<file path="src/sv/ssam_pkg.sv">
// ssam_pkg: shared types and constants for the signed shift-add multiplier
// no dependencies; imported by ssam_magnitude, ssam_core and the top level
package ssam_pkg;

  // fixed field widths of the stream payloads
  localparam int unsigned IN_FIELD_W = 16;
  localparam int unsigned PROD_W     = 32;
  localparam int unsigned IN_TDATA_W = 2 * IN_FIELD_W;
  localparam int unsigned OUT_TDATA_W = PROD_W;

  // sequencer states of the shift-add core
  typedef enum logic [1:0] {
    ST_IDLE,
    ST_RUN,
    ST_FIX
  } ssam_state_t;

endpackage

</file>
<file path="src/sv/ssam_magnitude.sv">
// ssam_magnitude: splits one two's complement operand into sign and magnitude
// depends on ssam_pkg for the input field width
module ssam_magnitude #(
  parameter int unsigned OPERAND_WIDTH = 16
) (
  input  logic [ssam_pkg::IN_FIELD_W-1:0] raw,
  output logic                            neg,
  output logic [OPERAND_WIDTH-1:0]        mag
);
  import ssam_pkg::*;

  logic [OPERAND_WIDTH-1:0] opnd;

  // take the low operand bits, zero fill when the operand is wider than the field
  generate
    if (OPERAND_WIDTH <= IN_FIELD_W) begin : g_trunc
      assign opnd = raw[OPERAND_WIDTH-1:0];
    end else begin : g_ext
      assign opnd = {{(OPERAND_WIDTH - IN_FIELD_W){1'b0}}, raw};
    end
  endgenerate

  // most negative value maps onto itself, which is its exact unsigned magnitude
  always_comb begin
    neg = opnd[OPERAND_WIDTH-1];
    mag = neg ? (~opnd + OPERAND_WIDTH'(1)) : opnd;
  end

endmodule

</file>
<file path="src/sv/ssam_core.sv">
// ssam_core: bit-serial shift-and-add engine with final sign correction
// depends on ssam_pkg (state type, widths) and ssam_magnitude
module ssam_core #(
  parameter int unsigned OPERAND_WIDTH = 16
) (
  input  logic                            clk,
  input  logic                            rst_n,
  input  logic                            start,
  output logic                            start_ready,
  input  logic [ssam_pkg::IN_FIELD_W-1:0] mcand_raw,
  input  logic [ssam_pkg::IN_FIELD_W-1:0] mplier_raw,
  output logic                            res_valid,
  input  logic                            res_ready,
  output logic [ssam_pkg::PROD_W-1:0]     res_data
);
  import ssam_pkg::*;

  localparam int unsigned W     = OPERAND_WIDTH;
  localparam int unsigned PW    = 2 * W;
  localparam int unsigned EXT_W = (PW > PROD_W) ? PW : PROD_W;
  localparam int unsigned CNT_W = (W > 2) ? $clog2(W) : 1;

  ssam_state_t      state_r, state_nxt;
  logic [CNT_W-1:0] cnt_r, cnt_nxt;
  logic [W-1:0]     hi_r, hi_nxt;
  logic [W-1:0]     lo_r, lo_nxt;
  logic [W-1:0]     mcand_r, mcand_nxt;
  logic             neg_r, neg_nxt;

  logic             neg_a, neg_b;
  logic [W-1:0]     mag_a, mag_b;
  logic [W:0]       sum;
  logic [EXT_W-1:0] prod_ext, prod_sgn;

  // operand sign/magnitude split
  ssam_magnitude #(.OPERAND_WIDTH(W)) u_mag_a (
    .raw (mcand_raw),
    .neg (neg_a),
    .mag (mag_a)
  );

  ssam_magnitude #(.OPERAND_WIDTH(W)) u_mag_b (
    .raw (mplier_raw),
    .neg (neg_b),
    .mag (mag_b)
  );

  // one multiplier bit per cycle: conditional add into the upper half
  assign sum = {1'b0, hi_r} + (lo_r[0] ? {1'b0, mcand_r} : {(W + 1){1'b0}});

  // sign correction on the finished magnitude
  always_comb begin
    prod_ext = EXT_W'({hi_r, lo_r});
    prod_sgn = neg_r ? (~prod_ext + EXT_W'(1)) : prod_ext;
    res_data = prod_sgn[PROD_W-1:0];
  end

  // sequencer: next state, counter and datapath updates
  always_comb begin
    state_nxt   = state_r;
    cnt_nxt     = cnt_r;
    hi_nxt      = hi_r;
    lo_nxt      = lo_r;
    mcand_nxt   = mcand_r;
    neg_nxt     = neg_r;
    start_ready = 1'b0;
    res_valid   = 1'b0;
    unique case (state_r)
      ST_IDLE: begin
        start_ready = 1'b1;
        if (start) begin
          hi_nxt    = '0;
          lo_nxt    = mag_b;
          mcand_nxt = mag_a;
          neg_nxt   = neg_a ^ neg_b;
          cnt_nxt   = CNT_W'(W - 1);
          state_nxt = ST_RUN;
        end
      end
      ST_RUN: begin
        hi_nxt = sum[W:1];
        lo_nxt = {sum[0], lo_r[W-1:1]};
        if (cnt_r == '0) begin
          state_nxt = ST_FIX;
        end else begin
          cnt_nxt = cnt_r - CNT_W'(1);
        end
      end
      ST_FIX: begin
        res_valid = 1'b1;
        if (res_ready) begin
          state_nxt = ST_IDLE;
        end
      end
      default: begin
        state_nxt = ST_IDLE;
      end
    endcase
  end

  // control registers
  always_ff @(posedge clk) begin
    if (!rst_n) begin
      state_r <= ST_IDLE;
      cnt_r   <= '0;
    end else begin
      state_r <= state_nxt;
      cnt_r   <= cnt_nxt;
    end
  end

  // datapath registers
  always_ff @(posedge clk) begin
    hi_r    <= hi_nxt;
    lo_r    <= lo_nxt;
    mcand_r <= mcand_nxt;
    neg_r   <= neg_nxt;
  end

endmodule

</file>
<file path="src/sv/signed_shift_add_multiplier_top.sv">
// Signed shift-add multiplier: at its input transfer an item is split into sign and
// magnitude and loaded into the core; the core then takes one multiplier bit per
// cycle through the single OPERAND_WIDTH-bit adder of the shift-add core, and last
// negates the product when the signs differ and hands it to the output register,
// waiting while that register is full. Only then can the core take the next item.
// The output register lets a new item start while a product
// still waits for its output transfer. Operands are the low OPERAND_WIDTH bits of
// each 16-bit field (zero filled above 16 bits); the product is the low 32 bits.
// depends on ssam_pkg and ssam_core
module signed_shift_add_multiplier_top #(
  parameter int unsigned OPERAND_WIDTH = 16
) (
  input  logic                             clk,
  input  logic                             rst_n,
  input  logic                             in_tvalid,
  output logic                             in_tready,
  input  logic [ssam_pkg::IN_TDATA_W-1:0]  in_tdata,   // multiplicand[15:0], multiplier[31:16]
  output logic                             out_tvalid,
  input  logic                             out_tready,
  output logic [ssam_pkg::OUT_TDATA_W-1:0] out_tdata   // product[31:0]
);
  import ssam_pkg::*;

  logic              core_ready;
  logic              res_valid, res_ready;
  logic [PROD_W-1:0] res_data;
  logic              out_valid_r, out_valid_nxt;
  logic [PROD_W-1:0] out_data_r, out_data_nxt;

  assign in_tready = core_ready;

  ssam_core #(.OPERAND_WIDTH(OPERAND_WIDTH)) u_core (
    .clk         (clk),
    .rst_n       (rst_n),
    .start       (in_tvalid & core_ready),
    .start_ready (core_ready),
    .mcand_raw   (in_tdata[IN_FIELD_W-1:0]),
    .mplier_raw  (in_tdata[IN_TDATA_W-1:IN_FIELD_W]),
    .res_valid   (res_valid),
    .res_ready   (res_ready),
    .res_data    (res_data)
  );

  // output register: refill when empty or when its transfer completes
  assign res_ready = !out_valid_r || out_tready;

  always_comb begin
    out_valid_nxt = out_valid_r;
    out_data_nxt  = out_data_r;
    if (res_ready) begin
      out_valid_nxt = res_valid;
      if (res_valid) begin
        out_data_nxt = res_data;
      end
    end
  end

  always_ff @(posedge clk) begin
    if (!rst_n) begin
      out_valid_r <= 1'b0;
    end else begin
      out_valid_r <= out_valid_nxt;
    end
  end

  always_ff @(posedge clk) begin
    out_data_r <= out_data_nxt;
  end

  assign out_tvalid = out_valid_r;
  assign out_tdata  = out_data_r;

endmodule

</file>
<file path="config.mk">
export PLATFORM = sky130hd
export DESIGN_NAME = signed_shift_add_multiplier_top
export DESIGN_NICKNAME = d
export VERILOG_FILES = /design/src/sv/ssam_pkg.sv /design/src/sv/ssam_magnitude.sv /design/src/sv/ssam_core.sv /design/src/sv/signed_shift_add_multiplier_top.sv
export SDC_FILE = /design/constraint.sdc
export NUM_CORES = 1
export LEC_CHECK = 0
export BUFFER_PORTS_ARGS = -buffer_cell sky130_fd_sc_hd__buf_4
export CAP_MARGIN = 30
export CORE_MARGIN = 5
export CORE_UTILIZATION = 30
export DETAILED_ROUTE_END_ITERATION = 12
export HOLD_SLACK_MARGIN = 0.1
export PLACE_DENSITY = 0.52
export SYNTH_ARGS = -nofsm -noshare
export SYNTH_HDL_FRONTEND = slang
export SYNTH_SLANG_ARGS = --single-unit
export TNS_END_PERCENT = 5
</file>
<file path="constraint.sdc">
create_clock -name clk -period 7.1 [get_ports clk]
set_input_delay 1.42 -clock clk [delete_from_list [all_inputs] [get_ports clk]]
set_output_delay 1.42 -clock clk [all_outputs]
set_load 0.02 [all_outputs]
</file>
---- Word level (Yosys, flattened, before mapping) ----
Index checks and enable logic that the tools add are counted.
storage, ports and cells
  bits in registers ....................... 88
  output and inout bits ................... 34
  word-level logic and storage cells ...... 52
operators by class
  add/subtract/negate cells ............... 5
  equality and inequality tests ........... 6
  multiplexer cells ....................... 17
  bitwise gates (word level) .............. 5
  reductions and logical operators ........ 10
operators with widths
  cell                     count
  $mux W16                 4
  $pmux W16 S2             2
  $add A16 B1 Y16 const B  2
  $add A32 B1 Y32 const B  1
  $mux W32                 1
  $not A16 Y16             2
  $not A32 Y32             1
  $add A16 B17 Y17         1
  $mux W15                 1
  $mux W4                  2
  $pmux W4 S2              1
  $mux W2                  3
  $pmux W2 S3              1
  $reduce_and A2 Y1        3
  $reduce_and A3 Y1        2
  $logic_not A4 Y1         1
  $ne A2 B1 Y1 const B     2
  $ne A2 B2 Y1 const B     2
  $sub A4 B1 Y4 const B    1
  $eq A2 B1 Y1 const B     1
  $eq A2 B2 Y1 const B     1
  $logic_not A2 Y1         1
  $mux W1                  2
  $reduce_bool A2 Y1       1
  other kinds (4)          4

---- Logic depth before layout (Yosys ltp) ----
Gate-level depths: netlist of run 1.
  word-level depth ........................ 5
  mapped depth ............................ 10

---- Modules after synthesis ----
A second synthesis of run 1 with hierarchy kept.
second synthesis, totals
  cell total of the unflattened synthesis .. 528
  area total of the unflattened synthesis .. 5476.5 µm²
modules (own cells, without submodules)
  module                           times used  cells each  area an instance (µm²)
  ssam_core                        1           392         3706.1
  signed_shift_add_multiplier_top  1           38          1024.7
  ssam_magnitude                   2           49          372.9

---- Worst setup path after synthesis of run 1 ----
No wires, ideal clock.
  path type ............................... input to register
  start point ............................. in out_tready
  end point ............................... reg out_data_r[0] (netlist: out_tdata[0]) (enable)
  arrival ................................. 3013 ps
  data required time ...................... 6675 ps
  slack ................................... 3663 ps
  stages on the path ...................... 2
  cells stage by stage .................... nand2b_1 -> nor2b_1
on the way
  word-level cells in the longest chain between the ends .. 2
ends and longest elaborated chain
  item                         RTL line                               text
  from (decl)                  signed_shift_add_multiplier_top.sv:19  input logic out_tready,
  $logic_or A1 B1 Y1           signed_shift_add_multiplier_top.sv:45  assign res_ready = !out_valid_r || out_tready;
  $reduce_and A2 Y1 (no line)  -
  to (signal assigned)         signed_shift_add_multiplier_top.sv:67  out_data_r <= out_data_nxt;
  to (decl)                    signed_shift_add_multiplier_top.sv:28  logic [PROD_W-1:0] out_data_r, out_data_nxt;
No other way between the ends.
A chain may end at the register's enable or synchronous reset.

---- Final worst setup path of run 1 ----
  start point ............................. in in_tdata[24] (netlist bit)
  end point ............................... reg u_core.lo_r[14], data pin
on the way
  word-level cells in the longest chain between the ends .. 5
ends and longest elaborated chain
  item                         RTL line                               text
  from (decl)                  signed_shift_add_multiplier_top.sv:17  input logic [ssam_pkg::IN_TDATA_W-1:0] in_tdata,
  $not A16 Y16                 ssam_magnitude.sv:26                   mag = neg ? (~opnd + OPERAND_WIDTH'(1)) : opnd;
  $add A16 B1 Y16              ssam_magnitude.sv:26
  $mux W16                     ssam_magnitude.sv:26
  $mux W16                     ssam_core.sv:71                        if (start) begin
  $pmux W16 S2                 ssam_core.sv:68                        unique case (state_r)
  named net u_core.lo_nxt[14]  ssam_core.sv:26                        logic [W-1:0] lo_r, lo_nxt;
  to (signal assigned)         ssam_core.sv:115                       lo_r <= lo_nxt;
  to (decl)                    ssam_core.sv:26
The timed path passes the listed nets, and every way through them passes these cells. The select of a mux whose other input is x is not followed.

==> results of run 1 <==
-- registers in the layout (all words and copies together) (netlist names) --
register and count:
u_core.mcand_r 16, u_core.lo_r 16, u_core.hi_r 16, u_core.neg_r 1, u_core.cnt_r 4, u_core.state_r 2
out_tvalid 1, out_tdata 32
-- kinds of logic after synthesis --
family | after synthesis | share of synthesized area
compound gates | 114 | 0.151
fa+ha+maj | 21 | 0.0529
flops | 88 | 0.503
buf+inv | 29 | 0.0213
simple gates | 154 | 0.159
xor+xnor | 60 | 0.103
mux | 5 | 0.00979
-- metrics by stage --
step | power (mW) | utilization
2_1_floorplan | 1.00 | -
3_3_place_gp | 1.11 | 0.354
3_5_place_dp | 1.12 | 0.354
4_1_cts | 1.60 | 0.371
5_1_grt | 1.69 | 0.371
6_report | 1.59 | 0.371
-- cells in the final DEF (no fill, tap or decap), drive strengths merged, types with 3 or more instances in the layout --
master   n
nor2    24
or3      5
nor3b    3
a21oi   16
nor2b    5
clkbuf  10
clkinv   3
o21ai   38
nor3    10
and2    16
a21o     4
a21boi   3
ha      20
o31ai   17
nand2   44
dfxtp    7
xor2    14
xnor2   46
nand2b   9
o21a     4
mux2i    5
nand4    5
nor4     3
o41ai   10
inv     17
nand3   10
a211oi   7
or2      4
edfxtp  81
buf     72
or4     10
-- metal layers --
metal  global-route usage  routed length, um  up-vias  share of wire
li1                     -                  -     1905              -
met1                0.166               5660     1695           0.50
met2                0.174               4850      106           0.43
met3               0.0235                610        9          0.054
met4               0.0408                158        0          0.014
met5                    0                  0        -              0
-- critical path, delay by kind of cell --
family	cells	cell delay [ns]
AOI/OAI and AO/OA	2	0.36
xor gates and xnor gates	1	0.18
buffers and inverters	1	0.12
and+or+nand+nor	2	1.06
-- report_power, final --
| part | switching [mW] | internal (mW) |
|---|---|---|
| combinational | 0.209 | 0.169 |
| clock | 0.201 | 0.275 |
| sequential | 0.0747 | 0.661 |
| total | 0.485 | 1.11 |
-- area by class of cell --
type	instances	area [sq um]	area share
flip-flops and latches	88	2570	0.416
repair buffers	72	541	0.0874
clock buffers	10	229	0.0370
well taps	220	275	0.0445
multi-input cells	354	2430	0.394
inverters	16	60.1	0.00972
clock inverters	6	68.8	0.0111
-- how the worst max path moves through the flow --
stage	startpoint	endpoint	cells after the start
6_report	in_tdata[24]	u_core.lo_r[14]	6
5_1_grt	u_core.lo_r[0]	u_core.hi_r[15]	9
4_1_cts	u_core.lo_r[0]	u_core.hi_r[15]	9
3_5_place_dp	in_tdata[24]	u_core.lo_r[14]	6
3_3_place_gp	in_tdata[24]	u_core.lo_r[14]	6
2_1_floorplan	out_tready	out_tdata[0]	2
==> summary.md, run 1 <==
| Metric | Value |
|---|---|
| Critical path startpoint category | `input port` |
| DIE AREA | `19700 sq um` |
| Hold Slack | `0.506 ns` |
| Post-layout worst setup margin | `4.04 ns` |
| Cells after Synth | `471` |
| Syn nets | `528` |
| Crit path top cell by count | `or4_1` |
| Critical Path Sink Type | `flop` |
| ANT cells | `0` |
| DRT Pass-1 Iters | `5` |
| R2r setup slk | `4.08 ns` |
| Hold endpoint | `u_core.cnt_r[0]` |
| Fin crit period | `3.06 ns` |
| Worst slack, placed | `3.69 ns` |
| Ports | `70` |
| Largest area contributor in the netlist | `edfxtp_1` |
| Async set or reset register ratio after synthesis | `0` |
| Final Hold Fails | `0` |
| Rel. slew slack | `0.310` |
| Routed Wire Length | `11300 um` |
| Worst Reg-to-Reg Cells | `9` |
| Number of nets in the final layout | `598` |
| Crit-path max cell delay | `0.59 ns` |
| CTS Buf Count | `9` |
| Via count | `3715` |
| Clock Tree Root | `clkbuf_16` |
| Core area | `16600 sq um` |
| Die height | `141 um` |
| Grt ovf | `0` |
| Seq cells post-synth | `88` |
| First-pass GRT wire length | `18700 um` |
| Worst Path Required | `7.18 ns` |
| Outcome | `completed` |
| Initial Util | `0.307` |
| Post-DP Area | `5880 sq um` |
| RSZ-0062 raised after global routing | `no` |
| Most common cell in the netlist | `edfxtp_1` |
| Pwr per Cell Area | `257 nW/um^2` |
| Vias in the first global route | `3645` |
| Synth cell types | `53` |
| Worst hold path type | `flop to flop` |
| Vias per cell | `4.85` |
| Synthesized area | `5110 sq um` |
| Sequential fraction of the synthesis area | `0.503` |
| Crit path DAT | `3.14 ns` |
| Design area | `6180 sq um` |
| Hold depth | `1` |
| Critical-path top delay cell | `or4_1` |
| Synthesis-to-finish area growth | `20.9%` |
| Drc violations | `0` |
| Crit path max fanout | `4` |
| Clk_lat worst skew | `0.34 ns` |
| VDD IR max | `121 uV` |
| Actual slew at the worst max-slew pin | `1.03 ns` |
| Fmax | `326 MHz` |
| GPL Wtd Cong | `0.831` |
| Post-CTS Setup Inserts | `0` |
| Largest net degree at the start of global routing | `43` |
| H-tree levels | `3` |
| Port buffer count | `69` |
| Synth top area share | `0.476` |
| Hold_buf cts | `0` |
| CTS-repair resized insts | `0` |
| CTS tree | `yes` |
| Worst Min Path Start | `u_core.cnt_r[0]` |
| Period utilisation layout | `0.431` |
| Initial antenna violation count | `0` |
| HPWL Detailed | `8470 um` |
| Share of cells above drive strength 1 | `0.185` |
| Final Setup Violations | `0` |
| Mapped Avg Cell Area | `10.9 sq um` |
| Clock buffer depth | `2` |
| Worst-path cell chain | `buf_4, or4_1, or4_1, o31ai_1, xor2_1, o21ai_1` |
| Top cells by area, synth | `edfxtp_1 48%, xnor2_1 7.9%, ha_1 4.9%, o21ai_0 3.4%, nand2_1 3.2%` |
| Fill cells | `1611` |
| Syn. warnings | `0` |
| Worst clock skew | `0.00584 ns` |
| Leak Pwr | `2.27 nW` |
| Initial drt markers | `246` |
| Die width | `141 um` |
| Pins Over Slew Limit | `0` |
| Finished Layout Cells | `766` |
| WS Path Type | `input port to flop` |
| Wire per inst | `14.7 um` |
| Capture point of the worst reg-to-reg path | `u_core.hi_r[15]` |
| Reg2reg start | `u_core.lo_r[0]` |
| Dpl cells | `750` |
| Synth cell count leaders | `81 x edfxtp_1, 46 x xnor2_1, 44 x nand2_1, 35 x o21ai_0, 24 x nor2_1` |
| CTS clk-pin slew, worst paths | `0.06 ns` |
| Number of synthesized flops with an enable pin | `81` |
| Synth Flop Type | `edfxtp_1` |
| Setup TNS | `0 ns` |
| Total track usage | `0.116` |
| Max-Cap Viols | `0` |
| Sink Count | `88` |
| Post-DRT Antenna Nets | `0` |
| Num rows | `47` |
Note: power is estimated with default switching activity, not from simulation.
==> run 2: changes to the inputs <==
--- a/config.mk
+++ b/config.mk
@@ -5,6 +5,7 @@
 export SDC_FILE = /design/constraint.sdc
 export NUM_CORES = 1
 export LEC_CHECK = 0
+export ABC_AREA = 1
 export BUFFER_PORTS_ARGS = -buffer_cell sky130_fd_sc_hd__buf_4
 export CAP_MARGIN = 30
 export CORE_MARGIN = 5
==> constraint.sdc (replaced) <==
create_clock -name clk -period 3 [get_ports clk]
set_input_delay 0.6 -clock clk [delete_from_list [all_inputs] [get_ports clk]]
set_output_delay 0.6 -clock clk [all_outputs]
set_load 0.02 [all_outputs]
==> run 2 against run 1 <==
Compared with the run above: cell count rose by 42%; combinational power rose to 2.7 times the previous value; sequential share of layout area down 4.6 points; worst setup slack worse by 3.5 ns; highest routed layer unchanged; largest power group unchanged; total power rose to 2.5 times the previous value; final area increased by 12%.
==> summary.md, run 2 <==
| Metric | Value |
|---|---|
| Die width | `149 um` |
| Final Hold Fails | `0` |
| Setup TNS | `0 ns` |
| Syn nets | `811` |
| HPWL Detailed | `10800 um` |
| Sequential fraction of the synthesis area | `0.445` |
| Seq cells post-synth | `88` |
| Actual slew at the worst max-slew pin | `0.584 ns` |
| Post-DP Area | `6620 sq um` |
| First-pass GRT wire length | `22600 um` |
| Post-CTS Setup Inserts | `0` |
| Mapped Avg Cell Area | `7.67 sq um` |
| Fill cells | `2010` |
| Synthesis-to-finish area growth | `20.1%` |
| VDD IR max | `293 uV` |
| Fmax | `414 MHz` |
| CTS Buf Count | `9` |
| Largest area contributor in the netlist | `edfxtp_1` |
| Pwr per Cell Area | `572 nW/um^2` |
| H-tree levels | `3` |
| Clock Tree Root | `clkbuf_16` |
| Critical path startpoint category | `flop` |
| Initial drt markers | `306` |
| Core area | `18800 sq um` |
| Worst slack, placed | `0.556 ns` |
| Max reg flops | `32` |
| Ports | `70` |
| Syn. warnings | `0` |
| Clock power share | `0.326` |
| Worst clock skew | `0.00671 ns` |
| CTS clk-pin slew, worst paths | `0.06 ns` |
| Port buffer count | `69` |
| Initial Util | `0.307` |
| Post-layout worst setup margin | `0.583 ns` |
| Cells after Synth | `754` |
| Clk_lat worst skew | `0.35 ns` |
| Pins Over Slew Limit | `0` |
| Clock buffer depth | `2` |
| ANT cells | `0` |
| Max-Cap Viols | `0` |
| Num rows | `50` |
| Top cells by area, synth | `edfxtp_1 42%, nand2_1 15%, inv_1 7.9%, xor2_1 5.1%, nor2_1 5.1%` |
| Worst Path Required | `3.11 ns` |
| Wire per inst | `12.6 um` |
| Vias per cell | `4.38` |
| Switching share of power | `0.321` |
| Critical Path Sink Type | `flop` |
| Pint | `2.70 mW` |
| Largest net degree at the start of global routing | `33` |
| Commonest non-fill, non-tap cells in the layout | `224 x nand2_1, 122 x inv_1, 81 x edfxtp_1, 79 x nor2_1, 74 x buf_4` |
| WS Path Type | `flop to flop` |
| Fin crit period | `2.42 ns` |
| Most common cell in the netlist | `nand2_1` |
| Worst hold path type | `input port to flop` |
| Via count | `4780` |
| Most common cell after layout, fill and taps aside | `nand2_1` |
| Sequential Power Share | `0.420` |
| Final Setup Violations | `0` |
| Grt ovf | `0` |
| CTS tree | `yes` |
| Combinational power share | `0.254` |
| Crit path max fanout | `18` |
| Crit path DAT | `2.53 ns` |
| RSZ-0062 raised after global routing | `no` |
| Hold_buf cts | `0` |
| Synth Flop Type | `edfxtp_1` |
| Period utilisation layout | `0.806` |
| DIE AREA | `22200 sq um` |
| Leak Pwr | `3.30 nW` |
| Drc violations | `0` |
| Vias in the first global route | `4493` |
| Design area | `6950 sq um` |
| Number of synthesized flops with an enable pin | `81` |
| Async set or reset register ratio after synthesis | `0` |
| Sink Count | `88` |
| Synthesized area | `5790 sq um` |
| DRT Pass-1 Iters | `5` |
| Total track usage | `0.128` |
| CTS-repair resized insts | `0` |
| Initial antenna violation count | `0` |
| Share of cells above drive strength 1 | `0.134` |
| Net switching power | `1.28 mW` |
| Die height | `149 um` |
| Outcome | `completed` |
| Routed Wire Length | `13700 um` |
| Synth top area share | `0.420` |
| GPL Wtd Cong | `0.857` |
| Number of nets in the final layout | `883` |
| Rel. slew slack | `0.610` |
| Synth cell types | `32` |
| Synth cell count leaders | `224 x nand2_1, 122 x inv_1, 81 x edfxtp_1, 79 x nor2_1, 50 x nand3_1` |
| Post-DRT Antenna Nets | `0` |
run 2: area by class of cell:
cell class,instances,area [sq um],area share
Inverter,126,473,0.0680
Sequential cell,88,2570,0.370
Clock buffer,9,225,0.0324
Tap cell,260,325,0.0468
Clock inverter,7,110,0.0158
Multi-Input combinational cell,527,2690,0.387
Timing Repair Buffer,74,556,0.0799
run 2: final timing paths:
check        depth (start not counted)           endpoint  slack [ns]            start
max                                 13    u_core.hi_r[11]        0.58   u_core.lo_r[0]
min                                  1  u_core.mcand_r[0]        0.43      in_tdata[0]
max reg2reg                         13    u_core.hi_r[11]        0.58   u_core.lo_r[0]
min reg2reg                          2    u_core.cnt_r[3]        0.48  u_core.cnt_r[3]
run 2: cells by family after synthesis:
group                    share of synthesized area
adder cells (fa/ha/maj)                     0.0467
XOR/XNOR                                    0.0560
AND/OR/NAND/NOR                              0.291
flip-flops                                   0.445
buffers and inverters                       0.0926
AO/OA/AOI/OAI                               0.0688
run 2: per-stage QoR:
step	utilization	cells	power (mW)	hold WS, ns
2_1_floorplan	-	754	2.39	0.447
3_3_place_gp	0.351	1075	2.70	0.468
3_5_place_dp	0.351	1075	2.71	0.472
4_1_cts	0.369	1091	4.01	0.425
5_1_grt	0.369	1091	4.23	0.426
6_report	0.369	1091	3.98	0.433
run 2: power groups by stage:
stage | Clock [mW] | Sequential, mW | Combinational, mW
global route | 1.38 | 1.69 | 1.16
detailed placement | 0 | 1.70 | 1.01
finish | 1.29 | 1.67 | 1.01
floorplan | 0 | 1.65 | 0.740
CTS | 1.32 | 1.67 | 1.02
global placement | 0 | 1.69 | 1.01
run 2: critical path, cell delays in order (launching register included):
cell and delay [ns]:
edfxtp_1 0.68, nand2_1 0.13, inv_1 0.08, ha_1 0.15, inv_1 0.06, fa_1 0.40, inv_1 0.09, nand3_1 0.07
nand3_1 0.14, nand3_1 0.09, nand3_1 0.12, nand2_1 0.06, nand2_1 0.06, nor2_1 0.04
run 2: metal layers:
metal	global-route usage	part of all wire	vias up
li1	-	-	2555
met1	0.182	0.51	2109
met2	0.196	0.42	98
met3	0.0249	0.053	18
met4	0.0444	0.014	0
met5	0	0	-
==> run 3: changes to the inputs <==
--- a/config.mk
+++ b/config.mk
@@ -12,7 +12,7 @@
 export CORE_UTILIZATION = 30
 export DETAILED_ROUTE_END_ITERATION = 12
 export HOLD_SLACK_MARGIN = 0.1
-export PLACE_DENSITY = 0.52
+export PLACE_DENSITY = 0.53
 export SYNTH_ARGS = -nofsm -noshare
 export SYNTH_HDL_FRONTEND = slang
 export SYNTH_SLANG_ARGS = --single-unit
==> constraint.sdc (replaced) <==
create_clock -name clk -period 2.1 [get_ports clk]
set_input_delay 0.42 -clock clk [delete_from_list [all_inputs] [get_ports clk]]
set_output_delay 0.42 -clock clk [all_outputs]
set_load 0.02 [all_outputs]
==> run 3 against run 2 <==
Compared with the run above: register-to-register slack lost 0.46 ns; total power grew 42%; worst setup slack lost 0.46 ns; clock power grew 24%; combinational power grew 66%; final area grew 3.9%; fmax grew 22%; sequential share of layout area shrank 1.4 points; clock skew grew 0.0017 ns; die area is the same; worst hold slack lost 0.17 ns; non-clock buffer count grew 14; largest power group unchanged.
==> summary.md, run 3 (synthesis results as in run 2) <==
| Metric | Value |
|---|---|
| Pint | `3.78 mW` |
| Fmax | `505 MHz` |
| Rel. slew slack | `0.606` |
| Final Setup Violations | `0` |
| H-tree levels | `3` |
| Ports | `70` |
| Initial antenna violation count | `0` |
| Pwr per Cell Area | `782 nW/um^2` |
| Hold_buf cts | `0` |
| Worst clock skew | `0.00842 ns` |
| Fin crit period | `1.98 ns` |
| Via count | `4791` |
| Hold Slack | `0.266 ns` |
| Largest net degree at the start of global routing | `33` |
| Sink Count | `88` |
| Most common cell after layout, fill and taps aside | `nand2_1` |
| Initial Util | `0.307` |
| CTS clk-pin slew, worst paths | `0.07 ns` |
| Worst Path Required | `2.20 ns` |
| Total track usage | `0.127` |
| Worst hold path type | `input port to flop` |
| Crit path top cell by count | `nand2_1` |
| Switching share of power | `0.331` |
| Num rows | `50` |
| Crit-path max cell delay | `0.46 ns` |
| Sequential Power Share | `0.420` |
| Clock Tree Root | `clkbuf_16` |
| Pins Over Slew Limit | `0` |
| Outcome | `completed` |
| Share of cells above drive strength 1 | `0.187` |
| Drc violations | `0` |
| Vias in the first global route | `4510` |
| Crit path max fanout | `8` |
| Net switching power | `1.87 mW` |
| Leak Pwr | `3.34 nW` |
| Port buffer count | `69` |
| Clk_lat worst skew | `0.34 ns` |
| WS Path Type | `flop to flop` |
| Critical-path top delay cell | `edfxtp_1` |
| Critical path startpoint category | `flop` |
| Number of nets in the final layout | `897` |
| ANT cells | `0` |
| Die height | `149 um` |
| VDD IR max | `368 uV` |
| CTS Buf Count | `9` |
| Actual slew at the worst max-slew pin | `0.590 ns` |
| CTS tree | `yes` |
| Fill cells | `1950` |
| Clock buffer depth | `2` |
| Die width | `149 um` |
| Clock power share | `0.283` |
| Post-DRT Antenna Nets | `0` |
| Wire per inst | `12.4 um` |
| Max reg flops | `32` |
| Grt ovf | `0` |
| Critical Path Sink Type | `flop` |
| Worst-path cell chain | `buf_6, nand2_1, inv_1, ha_2, nand2_2, nor3_1, nand2_1, a21oi_1, nor2_1` |
| RSZ-0062 raised after global routing | `yes` |
| Commonest non-fill, non-tap cells in the layout | `215 x nand2_1, 121 x inv_1, 86 x buf_4, 81 x edfxtp_1, 78 x nor2_1` |
| Combinational power share | `0.297` |
| Post-layout worst setup margin | `0.122 ns` |
| Crit path DAT | `2.08 ns` |
| DIE AREA | `22200 sq um` |
| HPWL Detailed | `10800 um` |
| Worst slack, placed | `0.0731 ns` |
| First-pass GRT wire length | `22400 um` |
| DRT Pass-1 Iters | `4` |
| Max-Cap Viols | `0` |
| Core area | `18800 sq um` |
| Period utilisation layout | `0.942` |
| Initial drt markers | `292` |
| Vias per cell | `4.34` |
| Synthesis-to-finish area growth | `24.8%` |
| Routed Wire Length | `13800 um` |
| Final Hold Fails | `0` |
| GPL Wtd Cong | `0.870` |
| Pwr Total | `5.65 mW` |
## run 3: cell types whose count changed in the layout (fill, tap and decap cells not counted), sizes merged
cell,previous run,this run
buf,74,88
clkinvlp,1,4
bufinv,3,1
clkinv,3,2
## run 3: metrics by stage
step	setup TNS (ns)	std cells	utilization	instance area, sq um
after CTS	0	1102	0.371	7000
after global routing	-0.00853	1105	0.384	7220
after floorplan	-0.00679	754	-	5800
after global placement	0	1086	0.356	6700
after detailed placement	0	1086	0.356	6700
final	0	1105	0.384	7220
## run 3: critical path, delay by kind of cell, from the launching register on
kind            cells  cell delay [ns]
simple gates        5             0.52
compound gates      1             0.15
fa+ha+maj           1             0.38
buf+inv             2             0.23
flops               1             0.46
## run 3: power by group through the flow
| stage | Combinational, mW | Sequential (mW) | Clock [mW] |
|---|---|---|---|
| final | 1.68 | 2.37 | 1.60 |
| after global routing | 1.92 | 2.40 | 1.74 |
| after CTS | 1.53 | 2.35 | 1.66 |
| after detailed placement | 1.53 | 2.39 | 0 |
| after global placement | 1.52 | 2.39 | 0 |
| after floorplan | 1.06 | 2.35 | 0 |
## run 3: final cells by class
cell class                      count  area (sq um)  area share
Clock buffer                        9           225      0.0312
Clock inverter                      7          72.6      0.0100
Inverter                          126           473      0.0655
Multi-Input combinational cell    527          2890       0.400
Sequential cell                    88          2570       0.356
Tap cell                          260           325      0.0450
Timing Repair Buffer               88           668      0.0925
## run 3: repair_timing
action | in CTS | in global routing
resized for setup | 0 | 40
buffers inserted | 0 | 2
endpoints found under the setup margin | 0 | 18
## run 3: per-layer routing
layer / wire, um / share of wire / global-route usage / up-vias
met5: 0 / 0 / 0 / -
met4: 250 / 0.018 / 0.0485 / 0
met3: 685 / 0.050 / 0.0267 / 13
met2: 5880 / 0.43 / 0.188 / 89
met1: 6940 / 0.50 / 0.182 / 2113
li1: - / - / - / 2576
## run 3: worst paths after layout
check,from,to,slack (ns),cells past startpoint
hold reg to reg,u_core.cnt_r[3],u_core.cnt_r[3],0.48,2
setup / recovery,u_core.lo_r[0],u_core.hi_r[12],0.12,9
setup reg to reg,u_core.lo_r[0],u_core.hi_r[12],0.12,9
hold / removal,in_tdata[0],u_core.mcand_r[0],0.27,1
